[config.mk]
export PLATFORM = sky130hd
export DESIGN_NAME = avl_codec8_packet_parser_unit_flat
export DESIGN_NICKNAME = d
export VERILOG_FILES = /design/src/sv/avlc8_pkg.sv /design/src/sv/avlc8_if.sv /design/src/sv/avlc8_core.sv /design/src/sv/avlc8_fifo.sv /design/src/sv/avl_codec8_packet_parser_unit.sv /design/src/flat_wrapper.sv
export SDC_FILE = /design/constraint.sdc
export NUM_CORES = 2
export LEC_CHECK = 0
export ABC_AREA = 1
export CAP_MARGIN = 20
export CORE_MARGIN = 4
export CORE_UTILIZATION = 60
export DETAILED_ROUTE_END_ITERATION = 7
export DONT_BUFFER_PORTS = 1
export MAX_ROUTING_LAYER = met4
export PLACE_DENSITY = 0.78
export SYNTH_ARGS = -nofsm -noshare
export SYNTH_HDL_FRONTEND = slang
export SYNTH_SLANG_ARGS = --single-unit
[constraint.sdc]
create_clock -name clock -period 14.37 [get_ports clock]
set_clock_uncertainty 0.05 [all_clocks]
set_input_delay 0.7185 -clock clock [delete_from_list [all_inputs] [get_ports clock]]
set_output_delay 0.7185 -clock clock [all_outputs]
set_load 0.01 [all_outputs]
[src/sv/avlc8_pkg.sv]
// Shared types, phase codes and helper functions of the Codec 8 packet parser.
`timescale 1ns / 1ps
`default_nettype none
package avlc8_pkg;

   localparam logic [4:0] PH_IDLE    = 5'd0;
   localparam logic [4:0] PH_HEADER  = 5'd1;
   localparam logic [4:0] PH_TIME    = 5'd2;
   localparam logic [4:0] PH_LON     = 5'd4;
   localparam logic [4:0] PH_LAT     = 5'd5;
   localparam logic [4:0] PH_N1      = 5'd12;
   localparam logic [4:0] PH_ID1     = 5'd13;
   localparam logic [4:0] PH_VAL1    = 5'd14;
   localparam logic [4:0] PH_N2      = 5'd15;
   localparam logic [4:0] PH_ID2     = 5'd16;
   localparam logic [4:0] PH_VAL2    = 5'd17;
   localparam logic [4:0] PH_N4      = 5'd18;
   localparam logic [4:0] PH_ID4     = 5'd19;
   localparam logic [4:0] PH_VAL4    = 5'd20;
   localparam logic [4:0] PH_N8      = 5'd21;
   localparam logic [4:0] PH_ID8     = 5'd22;
   localparam logic [4:0] PH_VAL8    = 5'd23;
   localparam logic [4:0] PH_TRAILER = 5'd24;

   localparam logic [4:0] KIND_CODEC   = 5'd0;
   localparam logic [4:0] KIND_COUNT   = 5'd1;
   localparam logic [4:0] KIND_IO1     = 5'd12;
   localparam logic [4:0] KIND_IO2     = 5'd13;
   localparam logic [4:0] KIND_IO4     = 5'd14;
   localparam logic [4:0] KIND_IO8     = 5'd15;
   localparam logic [4:0] KIND_DONE    = 5'd16;
   localparam logic [4:0] KIND_OVERRUN = 5'd17;

   localparam logic [18:0] DIV1000_RECIP = 19'd268436;
   localparam logic [9:0]  DIV1000      = 10'd1000;
   localparam logic [32:0] TRAILER_BYTES = 33'd12;

   typedef struct packed {
      logic [4:0]  field_kind;
      logic [7:0]  record_number;
      logic [7:0]  io_identifier;
      logic [63:0] field_value;
      logic        last_of_packet;
   } result_type;

   function automatic logic [3:0] field_len(input logic [4:0] ph);
      logic [3:0] len;
      case (ph)
         5'd2: len = 4'd8;
         5'd3, 5'd8, 5'd10, 5'd11, PH_VAL1: len = 4'd1;
         5'd4, 5'd5, PH_VAL4: len = 4'd4;
         5'd6, 5'd7, 5'd9, PH_VAL2: len = 4'd2;
         PH_VAL8: len = 4'd8;
         default: len = 4'd0;
      endcase
      return len;
   endfunction

   function automatic logic [4:0] io_kind(input logic [4:0] ph);
      logic [4:0] kind;
      case (ph)
         PH_VAL1: kind = KIND_IO1;
         PH_VAL2: kind = KIND_IO2;
         PH_VAL4: kind = KIND_IO4;
         default: kind = KIND_IO8;
      endcase
      return kind;
   endfunction

endpackage
`default_nettype wire

[src/sv/avlc8_if.sv]
// Handshake interfaces for the input byte channel and the result channel.
`timescale 1ns / 1ps
`default_nettype none
interface avlc8_req_if;
   logic       valid;
   logic       ready;
   logic [7:0] byte_value;
   logic       packet_start;
   modport source(output valid, output byte_value, output packet_start, input ready);
   modport sink(input valid, input byte_value, input packet_start, output ready);
endinterface

interface avlc8_rsp_if;
   logic        valid;
   logic        ready;
   logic [4:0]  field_kind;
   logic [7:0]  record_number;
   logic [7:0]  io_identifier;
   logic [63:0] field_value;
   logic        last_of_packet;
   modport source(output valid, output field_kind, output record_number,
                  output io_identifier, output field_value, output last_of_packet,
                  input ready);
   modport sink(input valid, input field_kind, input record_number,
                input io_identifier, input field_value, input last_of_packet,
                output ready);
endinterface
`default_nettype wire

[src/sv/avlc8_core.sv]
// Byte-wise parser state and the result words that each accepted byte produces.
`timescale 1ns / 1ps
`default_nettype none
module avlc8_core import avlc8_pkg::*; (
   input  wire logic       clock,
   input  wire logic       reset,
   input  wire logic       accept,
   input  wire logic [7:0] byte_value,
   input  wire logic       packet_start,
   output logic            res_a_valid,
   output result_type      res_a,
   output logic            res_b_valid,
   output result_type      res_b
);

   logic [31:0] bytes_seen_ff, bytes_seen_in;
   logic [31:0] length_ff, length_in;
   logic [4:0]  phase_ff, phase_in;
   logic [3:0]  fbc_ff, fbc_in;
   logic [63:0] acc_ff, acc_in;
   logic [63:0] quo_ff, quo_in;
   logic [9:0]  rem_ff, rem_in;
   logic [7:0]  rec_ff, rec_in;
   logic [7:0]  total_ff, total_in;
   logic [7:0]  group_ff, group_in;
   logic [7:0]  ioid_ff, ioid_in;

   logic [3:0]  len;
   logic [3:0]  fbc_next;
   logic [63:0] acc_next;
   logic [17:0] div_x;
   logic [36:0] div_prod;
   logic [7:0]  div_q;
   logic [17:0] div_r;
   logic [63:0] value;
   logic [7:0]  rec_next;
   logic [7:0]  group_next;

   always_comb begin
      len        = field_len(phase_ff);
      fbc_next   = fbc_ff + 4'd1;
      acc_next   = {acc_ff[55:0], byte_value};
      div_x      = {rem_ff, byte_value};
      div_prod   = 37'(div_x) * 37'(DIV1000_RECIP);
      div_q      = div_prod[35:28];
      div_r      = div_x - 18'(div_q) * 18'(DIV1000);
      rec_next   = rec_ff + 8'd1;
      group_next = group_ff - 8'd1;
      value      = acc_next;

      bytes_seen_in = bytes_seen_ff;
      length_in     = length_ff;
      phase_in      = phase_ff;
      fbc_in        = fbc_ff;
      acc_in        = acc_ff;
      quo_in        = quo_ff;
      rem_in        = rem_ff;
      rec_in        = rec_ff;
      total_in      = total_ff;
      group_in      = group_ff;
      ioid_in       = ioid_ff;
      res_a_valid   = 1'b0;
      res_a         = '0;
      res_b_valid   = 1'b0;
      res_b         = '0;

      if (accept && packet_start) begin
         if (phase_ff != PH_IDLE) begin
            res_a_valid          = 1'b1;
            res_a.field_kind     = KIND_OVERRUN;
            res_a.record_number  = rec_ff;
            res_a.field_value    = 64'(bytes_seen_ff);
            res_a.last_of_packet = 1'b1;
         end
         bytes_seen_in = 32'd1;
         length_in     = '0;
         phase_in      = PH_HEADER;
         fbc_in        = '0;
         acc_in        = '0;
         quo_in        = '0;
         rem_in        = '0;
         rec_in        = '0;
         total_in      = '0;
         group_in      = '0;
         ioid_in       = '0;
      end else if (accept && phase_ff != PH_IDLE) begin
         if (phase_ff == PH_HEADER) begin
            if (bytes_seen_ff >= 32'd4 && bytes_seen_ff <= 32'd7) begin
               length_in = {length_ff[23:0], byte_value};
            end else if (bytes_seen_ff == 32'd8) begin
               res_a_valid       = 1'b1;
               res_a.field_kind  = KIND_CODEC;
               res_a.field_value = 64'(byte_value);
            end else if (bytes_seen_ff == 32'd9) begin
               res_a_valid       = 1'b1;
               res_a.field_kind  = KIND_COUNT;
               res_a.field_value = 64'(byte_value);
               total_in          = byte_value;
               rec_in            = '0;
               phase_in          = (byte_value == 8'd0) ? PH_TRAILER : PH_TIME;
            end
         end else if (len != 4'd0) begin
            acc_in = acc_next;
            fbc_in = fbc_next;
            if (phase_ff == PH_TIME) begin
               quo_in = {quo_ff[55:0], div_q};
               rem_in = div_r[9:0];
            end
            if (fbc_next >= len) begin
               acc_in = '0;
               fbc_in = '0;
               quo_in = '0;
               rem_in = '0;
               res_a_valid         = 1'b1;
               res_a.record_number = rec_ff;
               if (phase_ff >= PH_VAL1) begin
                  res_a.field_kind    = io_kind(phase_ff);
                  res_a.io_identifier = ioid_ff;
                  res_a.field_value   = acc_next;
                  group_in            = group_next;
                  if (group_next != 8'd0) begin
                     phase_in = phase_ff - 5'd1;
                  end else if (phase_ff == PH_VAL8) begin
                     rec_in   = rec_next;
                     phase_in = (rec_next == total_ff) ? PH_TRAILER : PH_TIME;
                  end else begin
                     phase_in = phase_ff + 5'd1;
                  end
               end else begin
                  if (phase_ff == PH_TIME) begin
                     value = {quo_ff[55:0], div_q};
                  end else if (phase_ff == PH_LON || phase_ff == PH_LAT) begin
                     value = {{32{acc_next[31]}}, acc_next[31:0]};
                  end
                  res_a.field_kind  = phase_ff;
                  res_a.field_value = value;
                  phase_in          = phase_ff + 5'd1;
               end
            end
         end else if (phase_ff == PH_N1 || phase_ff == PH_N2 || phase_ff == PH_N4
                      || phase_ff == PH_N8) begin
            group_in = byte_value;
            if (byte_value != 8'd0) begin
               phase_in = phase_ff + 5'd1;
            end else if (phase_ff == PH_N8) begin
               rec_in   = rec_next;
               phase_in = (rec_next == total_ff) ? PH_TRAILER : PH_TIME;
            end else begin
               phase_in = phase_ff + 5'd3;
            end
         end else if (phase_ff == PH_ID1 || phase_ff == PH_ID2 || phase_ff == PH_ID4
                      || phase_ff == PH_ID8) begin
            ioid_in  = byte_value;
            phase_in = phase_ff + 5'd1;
         end

         if (bytes_seen_ff != 32'hffff_ffff) begin
            bytes_seen_in = bytes_seen_ff + 32'd1;
         end
         if (bytes_seen_in >= 32'd12
             && {1'b0, bytes_seen_in} == ({1'b0, length_in} + TRAILER_BYTES)) begin
            res_b_valid          = 1'b1;
            res_b.field_kind     = KIND_DONE;
            res_b.record_number  = rec_in;
            res_b.field_value    = 64'(total_in);
            res_b.last_of_packet = 1'b1;
            phase_in             = PH_IDLE;
            fbc_in               = '0;
            acc_in               = '0;
            quo_in               = '0;
            rem_in               = '0;
         end
      end
   end

   always_ff @(posedge clock) begin
      if (reset) begin
         bytes_seen_ff <= '0;
         length_ff     <= '0;
         phase_ff      <= PH_IDLE;
         fbc_ff        <= '0;
         acc_ff        <= '0;
         quo_ff        <= '0;
         rem_ff        <= '0;
         rec_ff        <= '0;
         total_ff      <= '0;
         group_ff      <= '0;
         ioid_ff       <= '0;
      end else begin
         bytes_seen_ff <= bytes_seen_in;
         length_ff     <= length_in;
         phase_ff      <= phase_in;
         fbc_ff        <= fbc_in;
         acc_ff        <= acc_in;
         quo_ff        <= quo_in;
         rem_ff        <= rem_in;
         rec_ff        <= rec_in;
         total_ff      <= total_in;
         group_ff      <= group_in;
         ioid_ff       <= ioid_in;
      end
   end

endmodule
`default_nettype wire

[src/sv/avlc8_fifo.sv]
// Four-entry result queue that takes up to two words per cycle and gives one.
`timescale 1ns / 1ps
`default_nettype none
module avlc8_fifo import avlc8_pkg::*; (
   input  wire logic       clock,
   input  wire logic       reset,
   input  wire logic       a_valid,
   input  wire result_type a_word,
   input  wire logic       b_valid,
   input  wire result_type b_word,
   output logic            room,
   output logic            out_valid,
   input  wire logic       out_ready,
   output result_type      out_word
);

   result_type  mem_ff [4];
   logic [1:0]  wr_ff, wr_in;
   logic [1:0]  rd_ff, rd_in;
   logic [2:0]  count_ff, count_in;
   logic [1:0]  b_addr;
   logic        pop;

   always_comb begin
      pop       = out_valid && out_ready;
      b_addr    = a_valid ? (wr_ff + 2'd1) : wr_ff;
      wr_in     = wr_ff + 2'(a_valid) + 2'(b_valid);
      rd_in     = rd_ff + 2'(pop);
      count_in  = count_ff + 3'(a_valid) + 3'(b_valid) - 3'(pop);
      room      = count_ff <= 3'd2;
      out_valid = count_ff != 3'd0;
      out_word  = mem_ff[rd_ff];
   end

   always_ff @(posedge clock) begin
      if (a_valid) begin
         mem_ff[wr_ff] <= a_word;
      end
      if (b_valid) begin
         mem_ff[b_addr] <= b_word;
      end
   end

   always_ff @(posedge clock) begin
      if (reset) begin
         wr_ff    <= '0;
         rd_ff    <= '0;
         count_ff <= '0;
      end else begin
         wr_ff    <= wr_in;
         rd_ff    <= rd_in;
         count_ff <= count_in;
      end
   end

endmodule
`default_nettype wire

[src/sv/avl_codec8_packet_parser_unit.sv]
// Top level of the Codec 8 packet parser: byte input, result queue output.
// Result words are registered in the result queue and reach rsp in the order made.
// Throughput: one byte per cycle; a byte may produce two words, which the
// four-entry result queue absorbs, and req ready drops while it holds three or more.
// Reset clears the parser state and empties the result queue.
`timescale 1ns / 1ps
`default_nettype none
module avl_codec8_packet_parser_unit import avlc8_pkg::*; (
   input  wire logic    clock,
   input  wire logic    reset,
   avlc8_req_if.sink    req_port,
   avlc8_rsp_if.source  rsp_port
);

   logic       accept;
   logic       room;
   logic       a_valid;
   logic       b_valid;
   result_type a_word;
   result_type b_word;
   result_type out_word;

   assign req_port.ready = room;
   assign accept         = req_port.valid && room;

   avlc8_core u_core (
      .clock        (clock),
      .reset        (reset),
      .accept       (accept),
      .byte_value   (req_port.byte_value),
      .packet_start (req_port.packet_start),
      .res_a_valid  (a_valid),
      .res_a        (a_word),
      .res_b_valid  (b_valid),
      .res_b        (b_word)
   );

   avlc8_fifo u_fifo (
      .clock     (clock),
      .reset     (reset),
      .a_valid   (a_valid),
      .a_word    (a_word),
      .b_valid   (b_valid),
      .b_word    (b_word),
      .room      (room),
      .out_valid (rsp_port.valid),
      .out_ready (rsp_port.ready),
      .out_word  (out_word)
   );

   assign rsp_port.field_kind     = out_word.field_kind;
   assign rsp_port.record_number  = out_word.record_number;
   assign rsp_port.io_identifier  = out_word.io_identifier;
   assign rsp_port.field_value    = out_word.field_value;
   assign rsp_port.last_of_packet = out_word.last_of_packet;

endmodule
`default_nettype wire
[src/flat_wrapper.sv]
// flat-port wrapper written by rule: the top's interface ports become plain ports
module avl_codec8_packet_parser_unit_flat import avlc8_pkg::*;
  (clock, reset, req_port_valid, req_port_byte_value, req_port_packet_start, req_port_ready, rsp_port_valid, rsp_port_field_kind, rsp_port_record_number, rsp_port_io_identifier, rsp_port_field_value, rsp_port_last_of_packet, rsp_port_ready);
  avlc8_req_if req_port_i ();
  avlc8_rsp_if rsp_port_i ();
  input  wire logic clock;
  input  wire logic reset;
  input wire logic [$bits(req_port_i.valid)-1:0] req_port_valid;
  input wire logic [$bits(req_port_i.byte_value)-1:0] req_port_byte_value;
  input wire logic [$bits(req_port_i.packet_start)-1:0] req_port_packet_start;
  output wire logic [$bits(req_port_i.ready)-1:0] req_port_ready;
  output wire logic [$bits(rsp_port_i.valid)-1:0] rsp_port_valid;
  output wire logic [$bits(rsp_port_i.field_kind)-1:0] rsp_port_field_kind;
  output wire logic [$bits(rsp_port_i.record_number)-1:0] rsp_port_record_number;
  output wire logic [$bits(rsp_port_i.io_identifier)-1:0] rsp_port_io_identifier;
  output wire logic [$bits(rsp_port_i.field_value)-1:0] rsp_port_field_value;
  output wire logic [$bits(rsp_port_i.last_of_packet)-1:0] rsp_port_last_of_packet;
  input wire logic [$bits(rsp_port_i.ready)-1:0] rsp_port_ready;
  assign req_port_i.valid = req_port_valid;
  assign req_port_i.byte_value = req_port_byte_value;
  assign req_port_i.packet_start = req_port_packet_start;
  assign req_port_ready = req_port_i.ready;
  assign rsp_port_valid = rsp_port_i.valid;
  assign rsp_port_field_kind = rsp_port_i.field_kind;
  assign rsp_port_record_number = rsp_port_i.record_number;
  assign rsp_port_io_identifier = rsp_port_i.io_identifier;
  assign rsp_port_field_value = rsp_port_i.field_value;
  assign rsp_port_last_of_packet = rsp_port_i.last_of_packet;
  assign rsp_port_i.ready = rsp_port_ready;
  avl_codec8_packet_parser_unit u_core (.clock(clock), .reset(reset), .req_port(req_port_i), .rsp_port(rsp_port_i));
endmodule
# ---- After elaboration in Yosys (flattened, before gate mapping)
# Memory sizes are Yosys's and may differ from the RTL's. A register that Yosys moved wholly into a read port is not among the register bits.
# Cells that the tools add are included.
dict set report totals {
  output_inout_bits 88
  memories 2
  elab_cells 222
  ff_bits 234
  ram_bits 344
  inputBits 13
  rom_bits 128
}
dict set report classes {
  order_cmp 6
  mul 2
  n_eq_ne 32
  addsub 16
  n_bitwise 3
  n_reduce_logical 32
  muxes 113
}
# memory depth width read_ports rd_ports_with_merged_regs write_ports line_no
set memory_table {}
lappend memory_table {u_core.u_fifo.mem_ff 4 86 1 1 2 avlc8_fifo.sv:17} ;# result_type mem_ff [4];
lappend memory_table {{(no name shown)} 32 4 1 0 0 avlc8_pkg.sv:48} ;# case (ph)
# operator count
set op_table {}
lappend op_table {{two-way mux 56 bit} 9}
lappend op_table {{two-way mux 64 bit} 5}
lappend op_table {{two-way mux 85 bit} 3}
lappend op_table {{two-way mux 32 bit} 7}
lappend op_table {{two-way mux 8 bit} 25}
lappend op_table {{two-way mux 5 bit} 18}
lappend op_table {{two-way mux 13 bit} 5}
lappend op_table {{== test 32 x 4 -> 1 bit, second input constant} 2}
lappend op_table {{two-way mux 10 bit} 5}
lappend op_table {{== test 5 bit, second input constant} 8}
lappend op_table {{multiplier 18 x 17 -> 34 bit, second input constant} 1}
lappend op_table {{adder 32 x 4 -> 33 bit, second input constant} 1}
lappend op_table {{== test 32 x 33 -> 1 bit} 1}
lappend op_table {{two-way mux 33 bit} 1}
lappend op_table {{adder 32 x 1 -> 32 bit, second input constant} 1}
lappend op_table {{greater-or-equal comparator 32 x 3 -> 1 bit, second input constant} 1}
lappend op_table {{greater-or-equal comparator 32 x 4 -> 1 bit, second input constant} 1}
lappend op_table {{<= comparator 32 x 3 -> 1 bit, second input constant} 1}
lappend op_table {{!= test 32 bit, second input constant} 1}
lappend op_table {{two-way mux 9 bit} 3}
lappend op_table {{two-way mux 1 bit} 24}
lappend op_table {{== test 5 x 4 -> 1 bit, second input constant} 4}
lappend op_table {{two-way mux 16 bit} 1}
lappend op_table {{two-way mux 4 bit} 4}
lappend op_table {{other kinds (42)} 72}

# ---- Logic depth before layout (Yosys ltp)
dict set report depth {
  ltp_word 14
  mapped_depth 44
  ltp_nobuf 43
}

# ---- Cells and area by module
# From an unflattened synthesis, not the netlist that was laid out.
dict set report hier_totals {
  cells_unflattened 5354
  area_unflattened_um2 39211.4
}
# mod cells_per_inst area_per_inst_um2 n_inst seq_area_each_um2
set by_module_without_submodules {}
lappend by_module_without_submodules {avlc8_core 3307 21135.3 1 4544.4}
lappend by_module_without_submodules {avlc8_fifo 2045 18068.6 1 10470.0}
lappend by_module_without_submodules {avl_codec8_packet_parser_unit 2 7.5 1 0.0}

# ---- Worst setup path after synthesis
# No wires, ideal clock.
dict set report synth_path {
  path_kind {in2reg}
  from {in req_port_byte_value[6]}
  to {reg u_core.u_core.rem_ff[9]}
  stages 41
  arrival_time_ns 8.682
  setup_time_ns 0.070
  setup_slack_ns 5.567
  required_time_ns 14.250
  path_buffers 1
  path_cell_list {clkbuf_1 -> inv_1 -> ha_1 -> ha_1 -> fa_1 -> inv_1 -> fa_1 -> inv_1 -> fa_1 -> inv_1 -> fa_1 -> inv_1 -> ha_1 -> a21o_1 -> a21oi_1 -> a21oi_1 -> nor3_1 -> nand2_1 -> [... 5 more ...] -> fa_1 -> inv_1 -> fa_1 -> inv_1 -> ha_1 -> xor2_1 -> ha_1 -> a21oi_1 -> xor2_1 -> xor2_1 -> nand3_1 -> nand2_1 -> nand3_1 -> a21oi_1 -> nand2_1 -> inv_1 -> nand2_1 -> a21oi_1}
}
dict set report synth_via {
  elab_chain_cells 9
  elab_cells_between_ends 19
  classes_between {add/sub: 2; mul: 2; eq/ne: 2; mux: 9; reduce/logical: 4}
}
# item line_no
set synth_rtl {}
lappend synth_rtl {{from (decl)} flat_wrapper.sv:9} ;# input wire logic [$bits(req_port_i.byte_value)-1:0] req_port_byte_value;
lappend synth_rtl {{parallel branches: the longest is 9 deep, another holds multiplier 18 x 17 -> 34 bit} -}
lappend synth_rtl {{to (signal assigned)} avlc8_core.sv:196} ;# rem_ff <= rem_in;
lappend synth_rtl {{to (decl)} avlc8_core.sv:22} ;# logic [9:0] rem_ff, rem_in;
# Parallel ways; which one is timed is not known. The select of a mux whose other input is x is not followed.
# A chain may end at the register's enable or synchronous reset.

# ---- Final worst setup path
dict set report layout_path {
  from {reg u_core.u_core.rem_ff[0]}
  to {reg u_core.u_core.rem_ff[9]}
}
dict set report layout_via {
  elab_chain_cells 8
}
# item line_no
set layout_rtl {}
lappend layout_rtl {{multiplier 18 x 17 -> 34 bit} avlc8_core.sv:44} ;# div_prod = 37'(div_x) * 37'(DIV1000_RECIP);
lappend layout_rtl {{multiplier 8 x 7 -> 7 bit} avlc8_core.sv:46} ;# div_r = div_x - 18'(div_q) * 18'(DIV1000);
lappend layout_rtl {{subtractor 10 bit (*)} avlc8_core.sv:46}
lappend layout_rtl {{two-way mux 10 bit (*)} avlc8_core.sv:105} ;# if (phase_ff == PH_TIME) begin
lappend layout_rtl {{two-way mux 10 bit (*)} avlc8_core.sv:109} ;# if (fbc_next >= len) begin
lappend layout_rtl {{two-way mux 10 bit (*)} avlc8_core.sv:102} ;# end else if (len != 4'd0) begin
lappend layout_rtl {{two-way mux 10 bit (*)} avlc8_core.sv:87} ;# if (phase_ff == PH_HEADER) begin
lappend layout_rtl {{two-way mux 10 bit (*)} avlc8_core.sv:160} ;# if (bytes_seen_in >= 32'd12
# Mark *: on every way between the ends. The rest lies on a longest branch, timed or not. The select of a mux whose other input is x is not followed.

==> impl_table.tex <==
\begin{tabular}{lr}
\hline
Metric & Value \\
\hline
\multicolumn{2}{l}{\textbf{Global route}} \\
First-pass GRT wire length & 171,000 um \\
Overall global routing resource usage & 34.8\% \\
Largest net degree at the start of global routing & 91 \\
Remaining Overflow, GRT & 0 \\
Number of antenna violations at the first check in global routing & 0 \\
Vias in the first global route & 30.6k \\
\multicolumn{2}{l}{\textbf{Layout}} \\
Antenna Cells & 0 \\
Ratio of cells with drive above 1 in the final layout & 5.66\% \\
Growth of design area from synthesis to finish & 7.09\% \\
Area of all placed cells without fillers & 0.0377 mm\^{}2 \\
Nets@finish & 5,242 \\
Core Util, Final & 65.1\% \\
Layout filler cell count & 5,327 \\
\multicolumn{2}{l}{\textbf{CTS}} \\
Clock-pin slew reported for the worst setup and hold paths after clock tree synthesis & 60 ps \\
Clock latency on the worst-skew pair & 610 ps \\
Clock Path Buffers & 3 \\
H-tree depth & 3 \\
Clock tree sinks & 578 \\
Hold buffer count at cts & 0 \\
CTS Buf Count & 66 \\
Number of buffers inserted by post-CTS setup repair & 0 \\
TritonCTS clock tree & yes \\
\# resized after CTS & 0 \\
Clock root buffer & sky130\_fd\_sc\_hd\_\_clkbuf\_16 \\
\multicolumn{2}{l}{\textbf{Setup path}} \\
Critical path's slowest cell & sky130\_fd\_sc\_hd\_\_dfxtp\_1 \\
Critical path data required time & 14,860 ps \\
Data arrival time of the critical path & 9480 ps \\
Crit Path Category & register to register \\
Biggest cell delay along the critical path & 660 ps \\
Launching element type of the critical path & register \\
Worst-path maximum fanout & 8 \\
Critical Path Sink Type & register \\
\multicolumn{2}{l}{\textbf{Power and ir drop}} \\
Power Dens Cells & 120 mW/mm\^{}2 \\
Peak supply drop & 0.149 mV \\
Total power & 4540 uW \\
Leakage dissipation & 0.0177 uW \\
\multicolumn{2}{l}{\textbf{Synth}} \\
Distinct cell type count after synthesis & 57 \\
Syn Nets & 5,398 \\
Sequential element share of the synthesized area & 34.9\% \\
Proportion of register bits with asynchronous set or reset after synthesis & 0\% \\
Predominant post-synthesis flop cell & sky130\_fd\_sc\_hd\_\_dfxtp\_1 \\
Share of Yosys cell area claimed by the top area cell type & 28.8\% \\
Most area-consuming cells after synthesis & sky130\_fd\_sc\_hd\_\_dfxtp\_1 (29\%), sky130\_fd\_sc\_hd\_\_nand2\_1 (16\%), sky130\_fd\_sc\_hd\_\_ha\_1 (6.8\%), sky130\_fd\_sc\_hd\_\_edfxtp\_1 (6.1\%), sky130\_fd\_sc\_hd\_\_inv\_1 (6.1\%) \\
Count of state elements after synthesis & 578 \\
Synth Area per Inst & 6.85 um\^{}2 \\
Number of cells produced by synthesis & 5,141 \\
Library cell occupying the most area in the post-synthesis netlist & sky130\_fd\_sc\_hd\_\_dfxtp\_1 \\
Number of synthesized flops with an enable pin & 72 \\
YS warnings & 0 \\
Mapped Area & 0.0352 mm\^{}2 \\
\multicolumn{2}{l}{\textbf{Detailed routing}} \\
Avg Vias per Cell & 5.76 \\
Average wire length per cell after detail routing & 18.9 um \\
DRT antenna net count & 0 \\
1st-iter DRT viols & 3,648 \\
Overall routed net length & 110,000 um \\
Remaining design rule violation count & 0 \\
Via count & 33.4k \\
Detailed-router iteration count before antenna repair & 8 \\
\multicolumn{2}{l}{\textbf{Placed design}} \\
Placed cell area & 0.0352 mm\^{}2 \\
Detailed placer's ending HPWL & 73,900 um \\
Count of buffers from port buffering & 0 \\
RD Place Congestion & 1.07 \\
\multicolumn{2}{l}{\textbf{Timing}} \\
Max transition margin & 26.8\% \\
Final Hold Vio Count & 0 \\
Setup tns final & 0 ps \\
Number of pins with negative max-slew slack in the final report & 0 \\
Setup violations, final & 0 \\
Share of the clock period used by the worst path & 62.6\% \\
Highest clock rate & 0.111 GHz \\
Actual transition at the worst max-transition pin & 1100 ps \\
RSZ-0062 raised after global routing & no \\
Min cycle time layout & 8990 ps \\
\multicolumn{2}{l}{\textbf{Floorplanning}} \\
Initial cell density of the core & 60.8\% \\
I/O pins & 101 \\
Chip width & 250 um \\
\# rows & 88 \\
Vertical die dimension & 250 um \\
Core footprint & 0.0579 mm\^{}2 \\
Die ar. & 0.0626 mm\^{}2 \\
\multicolumn{2}{l}{\textbf{Worst hold path}} \\
Kind of path behind the tightest hold check & input pin to register \\
\multicolumn{2}{l}{\textbf{Outcome}} \\
Outcome & complete, no violations \\
\multicolumn{2}{l}{\textbf{Job}} \\
Maxcap violations & 0 \\
\hline
\end{tabular}
## cell usage after synthesis, types with 5 or more instances
library cell,number
sky130_fd_sc_hd__buf_2,32
sky130_fd_sc_hd__nand2_2,49
sky130_fd_sc_hd__dfxtp_1,506
sky130_fd_sc_hd__nor2_4,6
sky130_fd_sc_hd__nand3_1,150
sky130_fd_sc_hd__nand3b_1,9
sky130_fd_sc_hd__edfxtp_1,72
sky130_fd_sc_hd__nand2_1,1546
sky130_fd_sc_hd__inv_2,20
sky130_fd_sc_hd__inv_1,572
sky130_fd_sc_hd__o22ai_1,171
sky130_fd_sc_hd__clkbuf_1,184
sky130_fd_sc_hd__xnor2_1,20
sky130_fd_sc_hd__nand4_1,37
sky130_fd_sc_hd__a211oi_1,14
sky130_fd_sc_hd__a21o_1,6
sky130_fd_sc_hd__xor2_1,67
sky130_fd_sc_hd__o221ai_1,31
sky130_fd_sc_hd__o21bai_1,5
sky130_fd_sc_hd__o21ai_1,9
sky130_fd_sc_hd__a22oi_1,8
sky130_fd_sc_hd__o211ai_1,28
sky130_fd_sc_hd__a21oi_1,260
sky130_fd_sc_hd__nand3_4,5
sky130_fd_sc_hd__fa_1,53
sky130_fd_sc_hd__nand4_2,5
sky130_fd_sc_hd__nor2_1,558
sky130_fd_sc_hd__clkinv_1,8
sky130_fd_sc_hd__buf_1,14
sky130_fd_sc_hd__nor3_1,35
sky130_fd_sc_hd__nor2_2,24
sky130_fd_sc_hd__o21ai_0,364
sky130_fd_sc_hd__buf_4,5
sky130_fd_sc_hd__buf_6,22
sky130_fd_sc_hd__o21ai_2,6
sky130_fd_sc_hd__ha_1,191
## registers in the layout (all words and copies together), names as in the netlist
name	flops
u_core.u_core.acc_ff	56
u_core.u_core.bytes_seen_ff	32
u_core.u_core.fbc_ff	4
u_core.u_core.group_ff	8
u_core.u_core.ioid_ff	8
u_core.u_core.length_ff	32
u_core.u_core.phase_ff	5
u_core.u_core.quo_ff	56
u_core.u_core.rec_ff	8
u_core.u_core.rem_ff	10
u_core.u_core.total_ff	8
u_core.u_fifo.count_ff	3
u_core.u_fifo.mem_ff	344
u_core.u_fifo.rd_ff	2
u_core.u_fifo.wr_ff	2
## critical path: cells and delay by family (launching register included)
family	cells	cell delay, ps
AO/OA/AOI/OAI	5	680
XOR/XNOR	3	540
adder cells (fa/ha/maj)	13	5240
buffers and inverters	7	410
flip-flops	1	660
AND/OR/NAND/NOR	10	1290
## cell families after synthesis
logic type	share of synthesized area (%)
flip-flops	34.9
adder cells (fa/ha/maj)	9.80
XOR/XNOR	2.16
AO/OA/AOI/OAI	14.8
buffers and inverters	9.92
AND/OR/NAND/NOR	28.4
## power by group
part / internal (uW) / switching, uW
Clock: 1160 / 724
Sequential: 1660 / 20.7
Combinational: 260 / 719
Total: 3080 / 1460
## cell type report
| type | count | area (um^2) | share of cell area (%) |
|---|---|---|---|
| clock buffers | 86 | 1860 | 4.93 |
| clock inverters | 34 | 593 | 1.57 |
| inverters | 601 | 2270 | 6.02 |
| multi-input cells | 3702 | 19500 | 51.6 |
| flip-flops and latches | 578 | 12300 | 32.6 |
| well taps | 765 | 957 | 2.54 |
| repair buffers | 36 | 270 | 0.717 |
## path summary, 6_finish.rpt
path / start / cells after the start / slack, ps / endpoint
worst min register to register: u_core.u_fifo.mem_ff[2][71] / 2 / 390 / u_core.u_fifo.mem_ff[2][71]
worst max register to register: u_core.u_core.rem_ff[0] / 38 / 5380 / u_core.u_core.rem_ff[9]
worst max-delay path: u_core.u_core.rem_ff[0] / 38 / 5380 / u_core.u_core.rem_ff[9]
worst min-delay path: reset / 1 / 110 / u_core.u_fifo.rd_ff[0]
## cell usage in the layout, fill, tap and decap left out, drive strengths merged, types with 2 or more instances in the layout
cell,instances
inv,592
bufinv,13
a21o,6
xor2,67
nand4,42
or2,4
nor3,36
nand3b,9
a211oi,14
a21boi,4
buf,36
nand2,1596
nor4,2
o22ai,171
a221oi,2
and2,3
nor3b,2
o2111ai,2
a21oi,260
o21a,4
clkbuf,86
clkinv,29
fa,53
o21bai,6
xnor2,20
dfxtp,506
edfxtp,72
nand3,159
o211ai,28
nor2,590
o221ai,31
ha,191
a32oi,3
o31ai,3
a31oi,4
o21ai,379
a22oi,8
## routing by layer
metal  wire length, um  vias to the layer above  global-route usage [%]
met2             50000                     1573                    54.2
met3             10400                      257                    5.50
met1             45100                    15391                    46.0
met4              4440                        0                    13.4
met5                 0                        -                       -
li1                  -                    16221                       -
## stage by stage
step,setup slack (ps),std cells,hold WS (ps)
2_1_floorplan,5570,5141,364
3_3_place_gp,5330,5682,372
3_5_place_dp,5220,5682,377
4_1_cts,5350,5802,93.2
5_1_grt,4770,5802,106
6_report,5380,5802,110
Power figures use the tool's default switching activity.
